`src/rtl/core/srn16_pkg.sv`:
```
// Package: shared constants and types for the sorted radix node table.
`timescale 1ns / 1ps
package srn16_pkg;
  localparam int Capacity = 16;
  localparam int MaxOut = 16;
  localparam int IdxW = $clog2(Capacity);
  localparam int CntW = $clog2(Capacity + 1);

  localparam logic [2:0] CMD_INSERT = 3'd0;
  localparam logic [2:0] CMD_LOOKUP = 3'd1;
  localparam logic [2:0] CMD_CHANGE = 3'd2;
  localparam logic [2:0] CMD_REMOVE = 3'd3;
  localparam logic [2:0] CMD_ANY    = 3'd4;
  localparam logic [2:0] CMD_RANGE  = 3'd5;

  localparam logic [2:0] ST_OK       = 3'd0;
  localparam logic [2:0] ST_FULL     = 3'd1;
  localparam logic [2:0] ST_SHRINK   = 3'd2;
  localparam logic [2:0] ST_NOTFOUND = 3'd3;
  localparam logic [2:0] ST_EMPTY    = 3'd4;

  typedef struct packed {
    logic [2:0]  cmd;
    logic [7:0]  key;
    logic [7:0]  end_key;
    logic [63:0] child_in;
    logic        force_req;
  } req_t;

  typedef struct packed {
    logic [2:0]  status;
    logic [7:0]  key_out;
    logic [63:0] child_out;
    logic [4:0]  entry_count;
    logic        last;
  } rsp_t;
endpackage

```
`src/rtl/core/srn16_if.sv`:
```
// Interface: valid/ready channel carrying one word of a given payload type.
`timescale 1ns / 1ps
interface srn16_if #(parameter type T = logic) (input logic clk);
  logic valid;
  logic ready;
  T     data;
  modport source (output valid, output data, input ready);
  modport sink (input valid, input data, output ready);
endinterface

```
`src/rtl/core/srn16_front.sv`:
```
// Front: accepts command words into a two-entry queue.
`timescale 1ns / 1ps
module srn16_front import srn16_pkg::*; (
  input  logic clk,
  input  logic rst_n,
  input  logic in_valid,
  output logic in_ready,
  input  req_t in_data,
  output logic q_valid,
  input  logic q_pop,
  output req_t q_data
);
  req_t       mem_r [2];
  logic       wp_r, rp_r;
  logic [1:0] cnt_r;
  logic       push;

  assign in_ready = (cnt_r != 2'd2);
  assign push     = in_valid && in_ready;
  assign q_valid  = (cnt_r != 2'd0);
  assign q_data   = mem_r[rp_r];

  always_ff @(posedge clk) begin
    if (push) begin
      mem_r[wp_r] <= in_data;
    end
    if (!rst_n) begin
      wp_r <= 1'b0;
      rp_r <= 1'b0;
      cnt_r <= 2'd0;
    end else begin
      if (push) wp_r <= ~wp_r;
      if (q_pop) rp_r <= ~rp_r;
      cnt_r <= cnt_r + {1'b0, push} - {1'b0, q_pop};
    end
  end

  a_no_over: assert property (@(posedge clk) disable iff (!rst_n)
    cnt_r == 2'd2 |-> !push) else $error("queue overflow");
  a_no_under: assert property (@(posedge clk) disable iff (!rst_n)
    q_pop |-> cnt_r != 2'd0) else $error("queue underflow");
  a_cnt: assert property (@(posedge clk) disable iff (!rst_n)
    cnt_r <= 2'd2) else $error("count range");
endmodule

```
`src/rtl/core/srn16_back.sv`:
```
// Back: table storage and command execution, range emitted one entry a cycle while the output is not stalled.
`timescale 1ns / 1ps
module srn16_back import srn16_pkg::*; (
  input  logic       clk,
  input  logic       rst_n,
  input  logic [4:0] shrink_limit,
  input  logic       q_valid,
  output logic       q_pop,
  input  req_t       q_data,
  output logic       out_valid,
  input  logic       out_ready,
  output rsp_t       out_data
);
  typedef enum logic [1:0] {S_IDLE, S_EXEC, S_RANGE} state_t;

  logic [7:0]      key_r [Capacity];
  logic [63:0]     child_r [Capacity];
  logic [CntW-1:0] used_r;
  state_t          state_r, state_nxt;
  req_t            cur_r;
  logic [IdxW-1:0] pos_r, end_r;
  logic            ovalid_r, ovalid_nxt;
  rsp_t            rsp_r, rsp_nxt;

  logic [Capacity-1:0] gt_v, eq_v, eqe_v, leaf_v, inb_v;
  logic [IdxW-1:0] ins_p, fnd_p, end_p, leaf_p;
  logic            ins_hit, fnd_hit, end_hit, leaf_hit;
  logic            room;
  logic [IdxW-1:0] rng_sp, rng_ep;
  logic            rng_go;
  logic            shrink_blk;
  logic            exec_fire, rng_fire;

  always_comb begin
    for (int i = 0; i < Capacity; i++) begin
      inb_v[i]  = (CntW'(i) < used_r);
      gt_v[i]   = inb_v[i] && (key_r[i] > cur_r.key);
      eq_v[i]   = inb_v[i] && (key_r[i] == cur_r.key);
      eqe_v[i]  = inb_v[i] && (key_r[i] == cur_r.end_key);
      leaf_v[i] = inb_v[i] && child_r[i][63];
    end
    ins_p = used_r[IdxW-1:0]; ins_hit = 1'b0;
    fnd_p = '0; fnd_hit = 1'b0;
    end_p = '0; end_hit = 1'b0;
    leaf_p = '0; leaf_hit = 1'b0;
    for (int i = Capacity - 1; i >= 0; i--) begin
      if (gt_v[i]) begin ins_p = IdxW'(i); ins_hit = 1'b1; end
      if (eq_v[i]) begin fnd_p = IdxW'(i); fnd_hit = 1'b1; end
      if (eqe_v[i]) begin end_p = IdxW'(i); end_hit = 1'b1; end
      if (leaf_v[i]) begin leaf_p = IdxW'(i); leaf_hit = 1'b1; end
    end
  end

  assign room       = (used_r < CntW'(Capacity));
  assign out_valid  = ovalid_r;
  assign out_data   = rsp_r;
  assign q_pop      = (state_r == S_IDLE) && q_valid;
  assign exec_fire  = (state_r == S_EXEC) && (!ovalid_r || out_ready);
  assign rng_fire   = (state_r == S_RANGE) && (!ovalid_r || out_ready);
  assign shrink_blk = (5'(used_r) == shrink_limit) && !cur_r.force_req;

  // missing start key -> first entry, missing end key -> last entry
  assign rng_sp = fnd_hit ? fnd_p : '0;
  assign rng_ep = end_hit ? end_p : IdxW'(used_r - 1'b1);
  assign rng_go = (used_r != '0) && (rng_sp <= rng_ep);

  always_comb begin
    state_nxt  = state_r;
    ovalid_nxt = ovalid_r && !out_ready;
    rsp_nxt    = rsp_r;
    case (state_r)
      S_IDLE: begin
        if (q_valid) state_nxt = S_EXEC;
      end
      S_EXEC: begin
        if (!ovalid_r || out_ready) begin
          ovalid_nxt          = 1'b1;
          state_nxt           = S_IDLE;
          rsp_nxt.last        = 1'b1;
          rsp_nxt.key_out     = cur_r.key;
          rsp_nxt.child_out   = '0;
          rsp_nxt.status      = ST_NOTFOUND;
          rsp_nxt.entry_count = 5'(used_r);
          case (cur_r.cmd)
            CMD_INSERT: begin
              rsp_nxt.child_out = cur_r.child_in;
              if (!room) begin
                rsp_nxt.status = ST_FULL;
              end else begin
                rsp_nxt.status      = ST_OK;
                rsp_nxt.entry_count = 5'(used_r + 1'b1);
              end
            end
            CMD_LOOKUP: begin
              if (fnd_hit) begin
                rsp_nxt.status    = ST_OK;
                rsp_nxt.child_out = child_r[fnd_p];
              end
            end
            CMD_CHANGE: begin
              if (fnd_hit) begin
                rsp_nxt.status    = ST_OK;
                rsp_nxt.child_out = cur_r.child_in;
              end
            end
            CMD_REMOVE: begin
              // shrink guard wins over the search
              if (shrink_blk) begin
                rsp_nxt.status = ST_SHRINK;
              end else if (fnd_hit) begin
                rsp_nxt.status      = ST_OK;
                rsp_nxt.child_out   = child_r[fnd_p];
                rsp_nxt.entry_count = 5'(used_r - 1'b1);
              end
            end
            CMD_ANY: begin
              if (used_r == '0) begin
                rsp_nxt.status  = ST_EMPTY;
                rsp_nxt.key_out = '0;
              end else begin
                rsp_nxt.status    = ST_OK;
                rsp_nxt.key_out   = key_r[leaf_hit ? leaf_p : '0];
                rsp_nxt.child_out = child_r[leaf_hit ? leaf_p : '0];
              end
            end
            CMD_RANGE: begin
              rsp_nxt.status  = ST_EMPTY;
              rsp_nxt.key_out = '0;
              if (rng_go) begin
                ovalid_nxt = 1'b0;
                state_nxt  = S_RANGE;
              end
            end
            default: ;
          endcase
        end
      end
      S_RANGE: begin
        if (!ovalid_r || out_ready) begin
          ovalid_nxt          = 1'b1;
          rsp_nxt.status      = ST_OK;
          rsp_nxt.key_out     = key_r[pos_r];
          rsp_nxt.child_out   = child_r[pos_r];
          rsp_nxt.entry_count = 5'(used_r);
          rsp_nxt.last        = (pos_r == end_r);
          if (pos_r == end_r) state_nxt = S_IDLE;
        end
      end
      default: state_nxt = S_IDLE;
    endcase
  end

  always_ff @(posedge clk) begin
    if (!rst_n) begin
      state_r  <= S_IDLE;
      used_r   <= '0;
      ovalid_r <= 1'b0;
    end else begin
      state_r  <= state_nxt;
      ovalid_r <= ovalid_nxt;
      rsp_r    <= rsp_nxt;
      if (q_pop) cur_r <= q_data;
      if (exec_fire) begin
        case (cur_r.cmd)
          CMD_INSERT: begin
            if (room) begin
              for (int i = Capacity - 1; i > 0; i--) begin
                if (IdxW'(i) > ins_p && inb_v[i-1]) begin
                  key_r[i]   <= key_r[i-1];
                  child_r[i] <= child_r[i-1];
                end
              end
              key_r[ins_p]   <= cur_r.key;
              child_r[ins_p] <= cur_r.child_in;
              used_r <= used_r + 1'b1;
            end
          end
          CMD_CHANGE: begin
            if (fnd_hit) child_r[fnd_p] <= cur_r.child_in;
          end
          CMD_REMOVE: begin
            if (!shrink_blk && fnd_hit) begin
              for (int i = 0; i < Capacity - 1; i++) begin
                if (IdxW'(i) >= fnd_p) begin
                  key_r[i]   <= key_r[i+1];
                  child_r[i] <= child_r[i+1];
                end
              end
              used_r <= used_r - 1'b1;
            end
          end
          CMD_RANGE: begin
            if (rng_go) begin
              pos_r <= rng_sp;
              end_r <= rng_ep;
            end
          end
          default: ;
        endcase
      end
      if (rng_fire) pos_r <= pos_r + 1'b1;
    end
  end

  a_used: assert property (@(posedge clk) disable iff (!rst_n)
    used_r <= CntW'(Capacity)) else $error("count beyond capacity");
  a_pop_idle: assert property (@(posedge clk) disable iff (!rst_n)
    q_pop |=> state_r == S_EXEC) else $error("pop without exec");
  a_range: assert property (@(posedge clk) disable iff (!rst_n)
    state_r == S_RANGE |-> pos_r <= end_r) else $error("range overrun");
endmodule

```
`src/rtl/core/sorted_radix_node16_table.sv`:
```
// Top level: sorted 16-entry key/child table with queued command front.
// Commands run one at a time: the back's fetch/execute FSM pops a word, executes it
// and registers its result word before it takes the next command; a range command
// instead emits its result words one per cycle while out_ch is not stalled.
// Reset: rst_n synchronous active low; table emptied, shrink_limit = 3.
`timescale 1ns / 1ps
module sorted_radix_node16_table import srn16_pkg::*; (
  input logic     clk,
  input logic     rst_n,
  srn16_if.sink   in_ch,
  srn16_if.source out_ch,
  srn16_if.sink   cfg_ch
);
  logic       q_valid, q_pop;
  req_t       q_data;
  logic [4:0] shrink_r;

  assign cfg_ch.ready = 1'b1;

  always_ff @(posedge clk) begin
    if (!rst_n) begin
      shrink_r <= 5'd3;
    end else if (cfg_ch.valid) begin
      shrink_r <= cfg_ch.data;
    end
  end

  srn16_front u_front (
    .clk, .rst_n,
    .in_valid(in_ch.valid), .in_ready(in_ch.ready), .in_data(in_ch.data),
    .q_valid, .q_pop, .q_data
  );

  srn16_back u_back (
    .clk, .rst_n, .shrink_limit(shrink_r),
    .q_valid, .q_pop, .q_data,
    .out_valid(out_ch.valid), .out_ready(out_ch.ready), .out_data(out_ch.data)
  );
endmodule
```
`src/flat_wrapper.sv`:
```
// flat-port wrapper written by rule: the top's interface ports become plain ports
module sorted_radix_node16_table_flat import srn16_pkg::*;
  (clk, rst_n, in_ch_valid, in_ch_data, in_ch_ready, out_ch_valid, out_ch_data, out_ch_ready, cfg_ch_valid, cfg_ch_data, cfg_ch_ready);
  srn16_if in_ch_i (.clk(clk));
  srn16_if out_ch_i (.clk(clk));
  srn16_if cfg_ch_i (.clk(clk));
  input logic clk;
  input logic rst_n;
  input wire logic [$bits(in_ch_i.valid)-1:0] in_ch_valid;
  input wire logic [$bits(in_ch_i.data)-1:0] in_ch_data;
  output wire logic [$bits(in_ch_i.ready)-1:0] in_ch_ready;
  output wire logic [$bits(out_ch_i.valid)-1:0] out_ch_valid;
  output wire logic [$bits(out_ch_i.data)-1:0] out_ch_data;
  input wire logic [$bits(out_ch_i.ready)-1:0] out_ch_ready;
  input wire logic [$bits(cfg_ch_i.valid)-1:0] cfg_ch_valid;
  input wire logic [$bits(cfg_ch_i.data)-1:0] cfg_ch_data;
  output wire logic [$bits(cfg_ch_i.ready)-1:0] cfg_ch_ready;
  assign in_ch_i.valid = in_ch_valid;
  assign in_ch_i.data = in_ch_data;
  assign in_ch_ready = in_ch_i.ready;
  assign out_ch_valid = out_ch_i.valid;
  assign out_ch_data = out_ch_i.data;
  assign out_ch_i.ready = out_ch_ready;
  assign cfg_ch_i.valid = cfg_ch_valid;
  assign cfg_ch_i.data = cfg_ch_data;
  assign cfg_ch_ready = cfg_ch_i.ready;
  sorted_radix_node16_table u_core (.clk(clk), .rst_n(rst_n), .in_ch(in_ch_i), .out_ch(out_ch_i), .cfg_ch(cfg_ch_i));
endmodule
```
`config.mk`:
```
export PLATFORM = sky130hd
export DESIGN_NAME = sorted_radix_node16_table_flat
export DESIGN_NICKNAME = d
export VERILOG_FILES = /design/src/rtl/core/srn16_pkg.sv /design/src/rtl/core/srn16_if.sv /design/src/rtl/core/srn16_front.sv /design/src/rtl/core/srn16_back.sv /design/src/rtl/core/sorted_radix_node16_table.sv /design/src/flat_wrapper.sv
export SDC_FILE = /design/constraint.sdc
export NUM_CORES = 1
export LEC_CHECK = 0
export BUFFER_PORTS_ARGS = -buffer_cell sky130_fd_sc_hd__buf_2
export CAP_MARGIN = 30
export CORE_AREA = 2 2 39 41
export CTS_CLUSTER_DIAMETER = 100
export DETAILED_ROUTE_END_ITERATION = 8
export DIE_AREA = 0 0 41 43
export GPL_TIMING_DRIVEN = 0
export SYNTH_ARGS = -nofsm -noshare
export SYNTH_HDL_FRONTEND = slang
export SYNTH_SLANG_ARGS = --single-unit
```
`constraint.sdc`:
```
create_clock -name clk -period 1.5 [get_ports clk]
set_clock_uncertainty 0.2 [all_clocks]
set_input_delay 0.075 -clock clk [delete_from_list [all_inputs] [get_ports clk]]
set_output_delay 0.075 -clock clk [all_outputs]
set_load 0.01 [all_outputs]
```
==> results.yml <==
final_layout:
  nFillCells: 145
  nNetsFinal: 46
  area_growth_pct: 52.3
  multi_input_area_sq_um: 119
  final_area_sq_um: 332
  layoutNonFillerInstCount: 51
  seqCellArea_sq_um: 82.6
  antenna_cells: 0
  drive_gt1_share_pct: 40.0
pwr:
  p_per_area_mw_per_mm2: 1630
  leakage_uw: 0.000187
  vdd_drop_max_v: 0.000520
clock_network:
  clkLatencyLatePin_ns: 0.24
  cts.path.max_buffers: 2
  cts.sinks: 4
  numCtsBuffers: 3
  cts_tree: "built"
  cts.htree.levels: 1
  clk_pin_slew_ns: 0.04
  cts-root-buf: "clkbuf_4"
timing:
  setup_slack_ns: -0.115
  slew_viol_final: 0
  finalCritPeriodShare_pct: 108
  final.hold.worst_slack_ns: 0.243
  setup_viol: 2
  fin_tns_setup_ns: -0.166
  finalHoldViolations: 0
  clock.fmax_mhz: 619
  rsz0062_at_grt: "yes"
  min_period_ns: 1.61
synth:
  synth.distinct_cells: 15
  syn_area_per_cell_sq_um: 9.90
  ys_ff_latch: 4
  syn_inst: 22
  yosys_warnings: 0
  synth-seq-area-share_pct: 36.8
  synth_area_sq_um: 218
hold_path:
  hold_path.class: "primary input to flop"
  hp-start: "in_ch_valid"
global_routing:
  grt_use_total_pct: 6.93
  antenna_found_initial: 0
  first_global_vias: 177
  grt_first_pass_wirelength_um: 710
  grt_max_degree: 5
  overflow: 0
drt:
  via_per_inst: 3.31
  routed_wl_um: 375
  antenna_left: 0
  drc_errors: 0
  routedWlPerCell_um: 7.35
  via_count: 169
  drt_iter0_drc: 1
  drt_pre_antenna_iters: 2
die:
  die_h_um: 43
  core_sq_mm: 0.00138
  num_rows: 14
  pin_count: 11
  die_w_um: 41
  dieArea_sq_mm: 0.00176
  initial_utilization_pct: 15.7
worst_setup_path:
  worstSetupStartpointType: "flop"
  cpMostUsedCell: "ha_1"
  path_delay_family: "simple AND/OR/NAND/NOR gates"
  required_ns: 1.47
  slowest_stage: "dfxtp_2"
  worstPathMaxFanout: 3
  crit-reg2reg-launch: "u_core.u_front.cnt_r[1]"
  worstPathCellList: "or2b_1 > nand2_1 > ha_1 > inv_1 > ha_1 > xnor3_1 > nor2b_2"
  cp.arrival_ns: 1.59
  slowest_delay_ns: 0.32
  cp.buffers_inverters: 1
  cp-end-kind: "flop"
  crit_type: "flop to flop"
  critPathLaunch: "u_core.u_front.cnt_r[1]"
placed_design:
  globalplace.congestion: 0.649
  dp_cells: 44
  placed_area_sq_um: 268
  place_ws_ns: -0.147
  port_buffers: 5
run:
  cap_viol_max_count: 0
outcome:
  failed_checks: "negative setup slack"
  outcome: "finished, violations left"
-- per-stage QoR --
step / total power [uW] / util (%)
global placement: 379 / 19.3
finish: 541 / 24.0
global route: 600 / 24.0
CTS: 560 / 23.8
detailed placement: 383 / 19.3
floorplan: 339 / -
-- layer usage --
metal	track usage, %	part of all wire (%)	vias to the layer above
met5	0	0	-
met4	8.00	0	0
met3	4.71	9.3	0
met2	8.13	44	7
met1	7.10	47	68
li1	-	-	94
-- kinds of logic after synthesis --
group / after synthesis / synth area share (%)
xor+xnor: 1 / 10.3
buf+inv: 4 / 10.3
fa+ha+maj: 2 / 11.5
compound gates: 2 / 8.05
flops: 4 / 36.8
other cells: 1 / 1.72
simple gates: 8 / 21.3
-- sequential cells by signal, indices dropped and copies added (netlist names) --
| register | count |
|---|---|
| u_core.u_back.out_valid | 1 |
| u_core.u_back.state_r | 1 |
| u_core.u_front.cnt_r | 2 |
-- worst reg2reg max path: stages (launching register included) --
cell	delay, ns
dfxtp_2	0.32
or2b_1	0.23
nand2_1	0.06
ha_1	0.21
inv_1	0.05
ha_1	0.14
xnor3_1	0.22
nor2b_2	0.10
-- worst paths after layout --
path	end	slack [ns]	depth (start not counted)
worst max register to register	u_core.u_front.cnt_r[1]	-0.11	7
worst max-delay path	u_core.u_front.cnt_r[1]	-0.11	7
worst min-delay path	u_core.u_front.cnt_r[1]	0.24	5
worst min register to register	u_core.u_back.out_valid	0.34	1
-- Yosys cell counts, drive strengths merged --
cell / n / area share, %
o211a: 1 / 4.6
inv: 2 / 3.4
conb: 1 / 1.7
or2b: 1 / 3.4
nor2: 2 / 3.4
and2: 1 / 2.9
o21a: 1 / 3.4
nand2: 1 / 1.7
buf: 2 / 6.9
dfxtp: 4 / 37
ha: 2 / 11
or3: 1 / 2.9
xnor3: 1 / 10
nor2b: 2 / 6.9
-- timing repair --
item                       CTS  global route
gates resized for setup      1             1
hold buffers                 3             1
pin swaps                    0             2
buffers inserted             1             0
setup endpoints to repair    2             4
hold endpoints to repair     4             1
-- area by class of cell --
type	instances	area share [%]
Inverter	2	2.26
Timing Repair Buffer	9	19.6
Buffer	2	4.53
Tap cell	16	6.04
Clock buffer	3	6.79
Sequential cell	4	24.9
Multi-Input combinational cell	15	35.8
-- power by group --
group	leakage [uW]	total [uW]	switching, uW	internal [uW]
registers	0.0000337	176	27.1	149
logic	0.000139	227	86.8	141
clock network	0.0000138	138	48.3	89.8
-- cells in the final DEF, fill, tap and decap left out --
cell type       n
dfxtp_1         2
conb_1          2
dlymetal6s4s_1  1
ha_1            2
buf_4           3
o21a_1          1
nor2b_1         1
or2b_1          1
dlygate4sd3_1   2
nand2_1         1
or3_1           1
nor2b_2         1
xnor3_1         1
clkbuf_4        3
dfxtp_2         2
o211a_1         1
inv_1           2
buf_2           5
and2_1          1
nor2_1          2
No activity file was read; power rests on OpenSTA's default activity.
